File: src/sv/crrd_pkg.sv
// Shared types and widths for the claim resolve ring dilation block.
package crrd_pkg;

  localparam int CFG_W   = 11;
  localparam int COORD_W = 10;

  // Configuration register indexes, one word apart on the APB-style port
  typedef enum logic [0:0] {
    REG_IMAGE_WIDTH  = 1'b0,
    REG_IMAGE_HEIGHT = 1'b1
  } reg_index_t;

  typedef struct packed {
    logic fill_inclusive;
    logic fill_strict;
    logic foreign_inclusive;
  } claim_t;

  typedef struct packed {
    logic [COORD_W-1:0] texel_x;
    logic [COORD_W-1:0] texel_y;
    logic               painted;
    logic               from_ring;
    logic               frame_last;
  } result_t;

  // Per-texel control carried from the accept stage into the resolve stage
  typedef struct packed {
    logic [COORD_W-1:0] texel_x;
    logic [COORD_W-1:0] texel_y;
    logic               emit;
    logic               up_ok;
    logic               left_ok;
    logic               right_ok;
    logic               down;
    logic               frame_last;
  } tag_t;

  // Write-back from the resolve stage into the older-row fill store
  typedef struct packed {
    logic en;
    logic data;
  } fill_wb_t;

endpackage

File: src/sv/crrd_cfg.sv
// Configuration registers with the APB-style port and dimension clamping.
module crrd_cfg import crrd_pkg::*; #(
  parameter int MAX_WIDTH  = 1024,
  parameter int MAX_HEIGHT = 1024,
  parameter int WW         = $clog2(MAX_WIDTH + 1),
  parameter int YW         = $clog2(MAX_HEIGHT + 1)
) (
  input  logic          clk,
  input  logic          rst,
  input  logic          psel,
  input  logic          penable,
  input  logic          pwrite,
  input  logic [2:0]    paddr,
  input  logic [31:0]   pwdata,
  output logic [31:0]   prdata,
  output logic          pready,
  output logic          cfg_wr,
  output logic [WW-1:0] width_eff,
  output logic [YW-1:0] height_eff
);

  logic [CFG_W-1:0] image_width;
  logic [CFG_W-1:0] image_height;
  logic             reg_sel;

  assign pready  = 1'b1;
  assign reg_sel = paddr[2];
  assign cfg_wr  = psel && penable && pwrite;

  always_ff @(posedge clk) begin
    if (rst) begin
      image_width  <= CFG_W'(1024);
      image_height <= CFG_W'(1024);
    end else if (cfg_wr) begin
      unique case (reg_sel)
        REG_IMAGE_WIDTH:  image_width  <= pwdata[CFG_W-1:0];
        REG_IMAGE_HEIGHT: image_height <= pwdata[CFG_W-1:0];
        default: ;
      endcase
    end
  end

  always_comb begin
    unique case (reg_sel)
      REG_IMAGE_WIDTH:  prdata = 32'(image_width);
      REG_IMAGE_HEIGHT: prdata = 32'(image_height);
      default:          prdata = '0;
    endcase
  end

  // Zero counts as one, anything above the maximum is held at the maximum
  always_comb begin
    if (image_width == '0)
      width_eff = WW'(1);
    else if (32'(image_width) > 32'(MAX_WIDTH))
      width_eff = WW'(MAX_WIDTH);
    else
      width_eff = WW'(image_width);

    if (image_height == '0)
      height_eff = YW'(1);
    else if (32'(image_height) > 32'(MAX_HEIGHT))
      height_eff = YW'(MAX_HEIGHT);
    else
      height_eff = YW'(image_height);
  end

endmodule

File: src/sv/crrd_line_buf.sv
// Line buffers: last row's fill/foreign bits and the row before's fill bits.
module crrd_line_buf #(
  parameter int DEPTH = 1024,
  parameter int AW    = $clog2(DEPTH)
) (
  input  logic          clk,
  input  logic          rd_en,
  input  logic [AW-1:0] rd_addr,
  input  logic [AW-1:0] rd_addr_right,
  input  logic          prev_we,
  input  logic [AW-1:0] prev_waddr,
  input  logic [1:0]    prev_wdata,
  input  logic          fill_we,
  input  logic [AW-1:0] fill_waddr,
  input  logic          fill_wdata,
  output logic [1:0]    center_q,
  output logic [1:0]    right_q,
  output logic          older_q
);

  logic [1:0] prev_mem [DEPTH];
  logic       fill_mem [DEPTH];

  // Read data holds until the next read, so a stalled stage keeps its operands
  always_ff @(posedge clk) begin
    if (prev_we) begin
      prev_mem[prev_waddr] <= prev_wdata;
    end
    if (rd_en) begin
      center_q <= prev_mem[rd_addr];
      right_q  <= prev_mem[rd_addr_right];
    end
  end

  always_ff @(posedge clk) begin
    if (fill_we) begin
      fill_mem[fill_waddr] <= fill_wdata;
    end
    if (rd_en) begin
      older_q <= fill_mem[rd_addr];
    end
  end

endmodule

File: src/sv/crrd_resolve.sv
// Resolve stage: combine neighbour bits into the painted result and register it.
module crrd_resolve import crrd_pkg::*; (
  input  logic       clk,
  input  logic       rst,
  input  logic       load,
  input  tag_t       tag_in,
  input  logic       fwd_hit_in,
  input  logic       fwd_val_in,
  input  logic [1:0] center_q,
  input  logic [1:0] right_q,
  input  logic       older_q,
  input  logic       out_stall,
  output logic       busy,
  output logic       advance,
  output fill_wb_t   fill_wb,
  output logic       out_valid,
  output result_t    out_data
);

  tag_t    tag;
  logic    fwd_hit;
  logic    fwd_val;
  logic    last_fill;
  logic    c_fill;
  logic    c_foreign;
  logic    up;
  logic    left;
  logic    right;
  logic    ring;
  result_t res_next;

  assign c_fill    = center_q[0];
  assign c_foreign = center_q[1];
  // Take the bit being written this cycle when the store read raced it
  assign up        = tag.up_ok && (fwd_hit ? fwd_val : older_q);
  assign left      = tag.left_ok && last_fill;
  assign right     = tag.right_ok && right_q[0];
  assign ring      = !c_fill && !c_foreign && (up || left || right || tag.down);

  assign advance      = busy && (!out_valid || !out_stall);
  assign fill_wb.en   = advance && tag.emit;
  assign fill_wb.data = c_fill;

  always_comb begin
    res_next.texel_x    = tag.texel_x;
    res_next.texel_y    = tag.texel_y;
    res_next.painted    = c_fill || ring;
    res_next.from_ring  = ring;
    res_next.frame_last = tag.frame_last;
  end

  always_ff @(posedge clk) begin
    if (rst) begin
      busy      <= 1'b0;
      out_valid <= 1'b0;
    end else begin
      if (load)
        busy <= 1'b1;
      else if (advance)
        busy <= 1'b0;

      if (advance && tag.emit)
        out_valid <= 1'b1;
      else if (!out_stall)
        out_valid <= 1'b0;
    end
  end

  always_ff @(posedge clk) begin
    if (load) begin
      tag     <= tag_in;
      fwd_hit <= fwd_hit_in;
      fwd_val <= fwd_val_in;
    end
    if (advance && tag.emit) begin
      out_data  <= res_next;
      last_fill <= c_fill;
    end
  end

endmodule

File: src/sv/claim_resolve_ring_dilation.sv
// Single-ring 4-connected masked dilation over a raster stream of claim bits.
// Claims enter on claim/claim_valid/claim_stall, one texel per transfer in
// raster order; results leave on result/result_valid/result_stall. A transfer
// completes at a rising edge with valid high and stall low.
// Results lag one row: the texel at (x, y) releases the result for (x, y-1),
// so the first row gives no results, and after image_height rows a flush row
// of image_width texels (fields ignored) drains the last row; the counters
// then wrap and a new image begins. frame_last marks the image's final texel.
// A releasing transfer is read from the line buffers and held in the resolve
// stage; the output register raises result_valid. Throughput is one texel
// per cycle unless stalled, set by a single read/write pass per line buffer.
// A result waits in the output register while result_stall is high; one more
// texel is taken and held in the resolve stage, then claim_stall rises.
// Configuration lies on an APB-style port: image_width at 0, image_height at
// 4. A write restarts the frame. Reset restores both to 1024 and clears the
// counters; line buffers are not cleared, but unwritten words reach no result.
module claim_resolve_ring_dilation import crrd_pkg::*; #(
  parameter int MAX_WIDTH  = 1024,
  parameter int MAX_HEIGHT = 1024
) (
  input  logic        clk,
  input  logic        rst,
  input  logic        claim_valid,
  output logic        claim_stall,
  input  claim_t      claim,
  output logic        result_valid,
  input  logic        result_stall,
  output result_t     result,
  input  logic        psel,
  input  logic        penable,
  input  logic        pwrite,
  input  logic [2:0]  paddr,
  input  logic [31:0] pwdata,
  output logic [31:0] prdata,
  output logic        pready
);

  localparam int XW = $clog2(MAX_WIDTH);
  localparam int WW = $clog2(MAX_WIDTH + 1);
  localparam int YW = $clog2(MAX_HEIGHT + 1);

  logic          cfg_wr;
  logic [WW-1:0] width_eff;
  logic [YW-1:0] height_eff;

  logic [XW-1:0] col;
  logic [YW-1:0] row;
  logic [XW-1:0] col_next;
  logic [YW-1:0] row_next;
  logic [XW-1:0] b_col;
  logic [XW-1:0] addr_right;
  logic [WW-1:0] col_inc;
  logic          accept;
  logic          in_image;
  logic          filled;
  tag_t          tag_in;
  logic          fwd_hit_in;
  logic          busy;
  logic          advance;
  fill_wb_t      fill_wb;
  logic [1:0]    center_q;
  logic [1:0]    right_q;
  logic          older_q;

  crrd_cfg #(
    .MAX_WIDTH (MAX_WIDTH),
    .MAX_HEIGHT(MAX_HEIGHT),
    .WW        (WW),
    .YW        (YW)
  ) u_cfg (
    .clk       (clk),
    .rst       (rst),
    .psel      (psel),
    .penable   (penable),
    .pwrite    (pwrite),
    .paddr     (paddr),
    .pwdata    (pwdata),
    .prdata    (prdata),
    .pready    (pready),
    .cfg_wr    (cfg_wr),
    .width_eff (width_eff),
    .height_eff(height_eff)
  );

  assign claim_stall = busy && !advance;
  assign accept      = claim_valid && !claim_stall;

  assign in_image = row < height_eff;
  assign filled   = claim.fill_inclusive && !(claim.foreign_inclusive && !claim.fill_strict);
  assign col_inc  = WW'(col) + WW'(1);

  assign addr_right = (col == XW'(MAX_WIDTH - 1)) ? '0 : col + XW'(1);

  always_comb begin
    tag_in.texel_x    = COORD_W'(col);
    tag_in.texel_y    = COORD_W'(row - YW'(1));
    tag_in.emit       = row != '0;
    tag_in.up_ok      = row >= YW'(2);
    tag_in.left_ok    = col != '0;
    tag_in.right_ok   = col_inc < width_eff;
    tag_in.down       = in_image && filled;
    tag_in.frame_last = (row == height_eff) && (col_inc == width_eff);
  end

  // The resolve stage writes the older-row store at the edge this read happens
  assign fwd_hit_in = fill_wb.en && (b_col == col);

  always_comb begin
    col_next = col + XW'(1);
    row_next = row;
    if (col_inc >= width_eff) begin
      col_next = '0;
      row_next = (row >= height_eff) ? '0 : row + YW'(1);
    end
  end

  always_ff @(posedge clk) begin
    if (rst) begin
      col <= '0;
      row <= '0;
    end else if (cfg_wr) begin
      col <= '0;
      row <= '0;
    end else if (accept) begin
      col <= col_next;
      row <= row_next;
    end
  end

  always_ff @(posedge clk) begin
    if (accept) begin
      b_col <= col;
    end
  end

  crrd_line_buf #(
    .DEPTH(MAX_WIDTH),
    .AW   (XW)
  ) u_line_buf (
    .clk          (clk),
    .rd_en        (accept),
    .rd_addr      (col),
    .rd_addr_right(addr_right),
    .prev_we      (accept && in_image),
    .prev_waddr   (col),
    .prev_wdata   ({claim.foreign_inclusive, filled}),
    .fill_we      (fill_wb.en),
    .fill_waddr   (b_col),
    .fill_wdata   (fill_wb.data),
    .center_q     (center_q),
    .right_q      (right_q),
    .older_q      (older_q)
  );

  crrd_resolve u_resolve (
    .clk       (clk),
    .rst       (rst),
    .load      (accept),
    .tag_in    (tag_in),
    .fwd_hit_in(fwd_hit_in),
    .fwd_val_in(fill_wb.data),
    .center_q  (center_q),
    .right_q   (right_q),
    .older_q   (older_q),
    .out_stall (result_stall),
    .busy      (busy),
    .advance   (advance),
    .fill_wb   (fill_wb),
    .out_valid (result_valid),
    .out_data  (result)
  );

`ifndef NO_ASSERTIONS
  a_col_range: assert property (@(posedge clk) disable iff (rst)
    WW'(col) < width_eff)
    else $error("column counter beyond image width");

  a_row_range: assert property (@(posedge clk) disable iff (rst)
    row <= height_eff)
    else $error("row counter beyond flush row");

  a_stage_hold: assert property (@(posedge clk) disable iff (rst)
    busy && !advance |=> busy)
    else $error("resolve stage dropped a held texel");

  a_ring_painted: assert property (@(posedge clk) disable iff (rst)
    result_valid && result.from_ring |-> result.painted)
    else $error("ring texel reported as unpainted");
`endif

endmodule

File: config.mk
export PLATFORM = sky130hd
export DESIGN_NAME = claim_resolve_ring_dilation
export DESIGN_NICKNAME = d
export VERILOG_FILES = /design/src/sv/crrd_pkg.sv /design/src/sv/crrd_cfg.sv /design/src/sv/crrd_line_buf.sv /design/src/sv/crrd_resolve.sv /design/src/sv/claim_resolve_ring_dilation.sv
export SDC_FILE = /design/constraint.sdc
export NUM_CORES = 2
export LEC_CHECK = 0
export CAP_MARGIN = 20
export CORE_MARGIN = 8
export CORE_UTILIZATION = 30
export CTS_CLUSTER_DIAMETER = 150
export DETAILED_ROUTE_END_ITERATION = 8
export DONT_BUFFER_PORTS = 1
export HOLD_SLACK_MARGIN = 0.08
export PLACE_DENSITY_LB_ADDON = 0.1
export RECOVER_POWER = 100
export SYNTH_ARGS = -nofsm -noshare
export SYNTH_HDL_FRONTEND = slang
export SYNTH_SLANG_ARGS = --single-unit
File: constraint.sdc
create_clock -name clk -period 61 [get_ports clk]
set_input_delay 12.2 -clock clk [delete_from_list [all_inputs] [get_ports clk]]
set_output_delay 12.2 -clock clk [all_outputs]
set_load 0.02 [all_outputs]
==> results by group <==
Status
  • Status: finished with violations
  • Violated checks: capacitance limit, slew limit

Die
  • I/O pins: 103
  • Die height: 703 µm
  • Initial core utilization: 0.301
  • Core Box Area: 0.470 mm²
  • Die width: 703 µm
  • Die ar.: 0.494 mm²
  • FP Rows: 252

Worst setup path
  • CP Data Arrival Time: 25.95 ns
  • Slowest-stage cell, CP: clkbuf_1
  • CP max FO: 230
  • FF-to-FF Start: u_line_buf.center_q[0]
  • Critical path class: in -> reg
  • Bufs and invs on worst path: 3
  • CP cell instances: clkbuf_1, clkbuf_1, clkbuf_1
  • Largest stage delay, worst path: 7.36 ns
  • Worst setup path start: claim[0]
  • Cell mode on critical path: clkbuf_1
  • Delay-heaviest family, CP: buffers and inverters
  • CP required: 60.26 ns
  • Worst setup SP type: input port
  • CP Capture Type: flip-flop

Cells and area
  • Sequential Area: 0.0948 mm²
  • # fillers: 45600
  • Area of the multi-input gates: 0.0429 mm²
  • Nets: 9490
  • Post-Layout Cell Count: 15900
  • Layout cell share with drive strength beyond 1: 0.174
  • Final instance area: 0.160 mm²
  • Synthesis-to-layout area growth: 13.3%

Routing
  • Pre-antenna DRT Iters: 6
  • Drt wl/cell: 34.3 µm
  • Detailed Route WL: 547 mm
  • Initial DRC count: 10300
  • Via count: 90300
  • Via/cell ratio: 5.66
  • # DRC: 0
  • Final ANT Viol Nets: 0

Clocking
  • Num Clock Sinks: 3173
  • CTS Hold Bufs: 0
  • CTS Buf Count: 375
  • Post-CTS setup buffers: 0
  • Worst-skew pair later-pin latency: 0.99 ns
  • Worst-path clk slew: 0.05 ns
  • PostCTS Resize Cnt: 0
  • CTS tree: built
  • Htree depth: 5
  • Clk buf depth: 4
  • Root buffer cell: clkbuf_16

Hold path
  • Min-delay worst type: reg -> reg
  • Hold Startpoint: u_resolve.res_next[9]

Global route
  • GRT Residual Overflow: 0
  • Vias in the first global route: 90400
  • Global-route wire length before repair: 752 mm
  • Initial antenna violation count: 39
  • Total GRT Usage: 0.214
  • Largest net degree at the start of global routing: 321

Synthesis
  • Syn Inst Count: 9591
  • Post-synthesis sequential area ratio: 0.670
  • Asr flop ratio synth: 0
  • Number of flops mapped to enable cells by yosys: 3128
  • Yosys cell types: 80
  • Synthesized area: 0.141 mm²
  • Register bit total from synthesis: 3173
  • Warning count from the yosys run: 0
  • Syn Area/Cell: 14.7 µm²
  • Top_reg_cell synth: edfxtp_1

Timing
  • Post-route setup slack: 34.31 ns
  • Setup Skew: 0.0951 ns
  • Fin. max-slew vios: 4989
  • Setup_tns: 0 ns
  • Final-report hold violation count: 0
  • Max Freq: 37.5 MHz
  • Final period util: 0.437
  • # setup viols final: 0
  • RSZ-0062 raised after global routing: false
  • Period minus WS final: 26.69 ns
  • Worst-margin pin slew: 13.72 ns
  • Normalized max-slew margin: -8.15

Power
  • Worst vdd ir: 0.0230 mV
  • Pwr Total: 4.93 mW
  • Pwr dens: 30.8 mW/mm²
  • Pleak: 45.4 nW

Run
  • Maxcap violations: 96

Placement
  • Final estimated routing congestion in global placement: 0.819
  • IO buf count: 0
  • Post-Place Worst Slack: 35.99 ns
  • DP Wirelength: 322 mm
  • Placed Area: 0.149 mm²
  • Post-placement cell count: 15200
## state kept, by name (all words and copies together), names as in the netlist
| signal | count |
|---|---|
| col | 10 |
| row | 11 |
| u_cfg.image_height | 11 |
| u_cfg.image_width | 11 |
| u_line_buf.center_q | 2 |
| u_line_buf.fill_mem | 1024 |
| u_line_buf.older_q | 1 |
| u_line_buf.prev_mem | 2048 |
| u_line_buf.right_q | 1 |
| u_resolve.busy | 1 |
| u_resolve.fwd_hit | 1 |
| u_resolve.fwd_val | 1 |
| u_resolve.last_fill | 1 |
| u_resolve.out_data | 23 |
| u_resolve.out_valid | 1 |
| u_resolve.res_next | 21 |
| u_resolve.tag | 5 |
## cell usage after synthesis, types with 11 or more instances
library cell | count | area (µm²)
edfxtp_1 | 3128 | 93900
nor2_1 | 1645 | 6170
mux4_2 | 817 | 18400
nand2_1 | 683 | 2560
nor3_1 | 623 | 3120
clkbuf_1 | 529 | 1990
a22oi_1 | 324 | 2430
nand3_1 | 192 | 961
buf_1 | 164 | 616
buf_2 | 143 | 716
nand4_1 | 137 | 857
a21oi_1 | 132 | 661
o21ai_0 | 116 | 581
mux2i_1 | 94 | 941
a31oi_1 | 82 | 513
o211ai_1 | 81 | 608
buf_4 | 63 | 473
a221oi_1 | 53 | 464
o221ai_1 | 47 | 412
dfxtp_1 | 45 | 901
a22o_1 | 42 | 368
mux2_2 | 33 | 372
ha_1 | 30 | 375
or3_1 | 28 | 175
buf_6 | 26 | 293
a211oi_1 | 22 | 165
xor2_1 | 19 | 166
o31ai_1 | 18 | 135
inv_1 | 16 | 60.1
o22ai_1 | 16 | 100
and3_1 | 15 | 93.8
xnor2_1 | 14 | 123
nor4_1 | 13 | 81.3
a32oi_1 | 12 | 105
nand2b_1 | 12 | 75.1
nor3b_1 | 12 | 90.1
a2bb2oi_1 | 11 | 96.3
## final timing paths
kind | slack (ns) | depth (start not counted) | end
worst max-delay path | 34.31 | 3 | u_line_buf.prev_mem[33][1]
worst max register to register | 43.00 | 7 | u_line_buf.fill_mem[814]
worst min register to register | 0.42 | 0 | u_resolve.out_data[9]
worst min-delay path | 0.42 | 0 | u_resolve.out_data[9]
## where the power goes
| part | switching [mW] | internal [mW] | total, mW |
|---|---|---|---|
| clock | 0.927 | 1.26 | 2.19 |
| combinational | 0.216 | 0.0981 | 0.314 |
| sequential | 0.00345 | 2.42 | 2.43 |
| total | 1.15 | 3.79 | 4.93 |
## placed cells by master, fill, tap and decap left out, types with 14 or more instances in the layout
cell type | netlist | routed
or3_1 | 28 | 27
o221ai_1 | 47 | 47
nor3_1 | 623 | 621
a22oi_1 | 324 | 324
dfxtp_1 | 45 | 39
o31ai_1 | 18 | 17
clkinv_2 | 0 | 72
edfxtp_1 | 3128 | 3128
o211ai_1 | 81 | 81
o21ai_0 | 116 | 114
and3_1 | 15 | 14
a221oi_1 | 53 | 53
a211oi_1 | 22 | 22
nand2_1 | 683 | 661
bufinv_16 | 0 | 27
mux2i_1 | 94 | 94
nand2_2 | 0 | 19
conb_1 | 2 | 22
buf_4 | 63 | 213
a31oi_1 | 82 | 80
xor2_1 | 19 | 17
a22o_1 | 42 | 42
clkbuf_16 | 0 | 384
a21oi_1 | 132 | 131
clkbuf_1 | 529 | 189
clkinvlp_4 | 0 | 15
mux2_2 | 33 | 23
nand3_1 | 192 | 189
o22ai_1 | 16 | 16
ha_1 | 30 | 26
clkinv_1 | 4 | 79
buf_16 | 0 | 22
nor2_1 | 1645 | 1635
mux4_2 | 817 | 817
nand4_1 | 137 | 137
## per-layer routing
metal  wire length [µm]  part of all wire  vias up  track usage
li1                   -                 -    37100            -
met1             231000              0.42    48700        0.292
met2             260000              0.48     3649        0.354
met3              35600             0.065      811       0.0316
met4              20500             0.038        6       0.0674
met5                 41          0.000075        -            0
## kinds of logic (layout without fill, tap and decap cells)
group           Yosys count  in the layout  share of synthesized area
compound gates         1061           1061                     0.0535
xor+xnor                 34             34                    0.00216
fa+ha+maj                30             30                    0.00265
buf+inv                 946           1045                     0.0294
flops                  3173           3173                      0.670
mux                     944            944                      0.139
other cells               2             29                  0.0000531
simple gates           3401           3401                      0.102
## per-stage QoR
stage / util / hold slack [ns]
floorplan: - / 0.400
global placement: 0.315 / 0.412
detailed placement: 0.316 / 0.411
CTS: 0.341 / 0.424
global route: 0.340 / 0.429
finish: 0.341 / 0.419
## layout make-up
cell class / instances / share of cell area
antenna: 7 / 0.000109
clock buffer: 471 / 0.0622
clock inverter: 201 / 0.0107
inverter: 21 / 0.000570
multi-input combinational: 5492 / 0.268
sequential: 3173 / 0.592
tap: 6223 / 0.0486
timing repair buffer: 352 / 0.0177
Note: power is estimated with default switching activity, not from simulation.
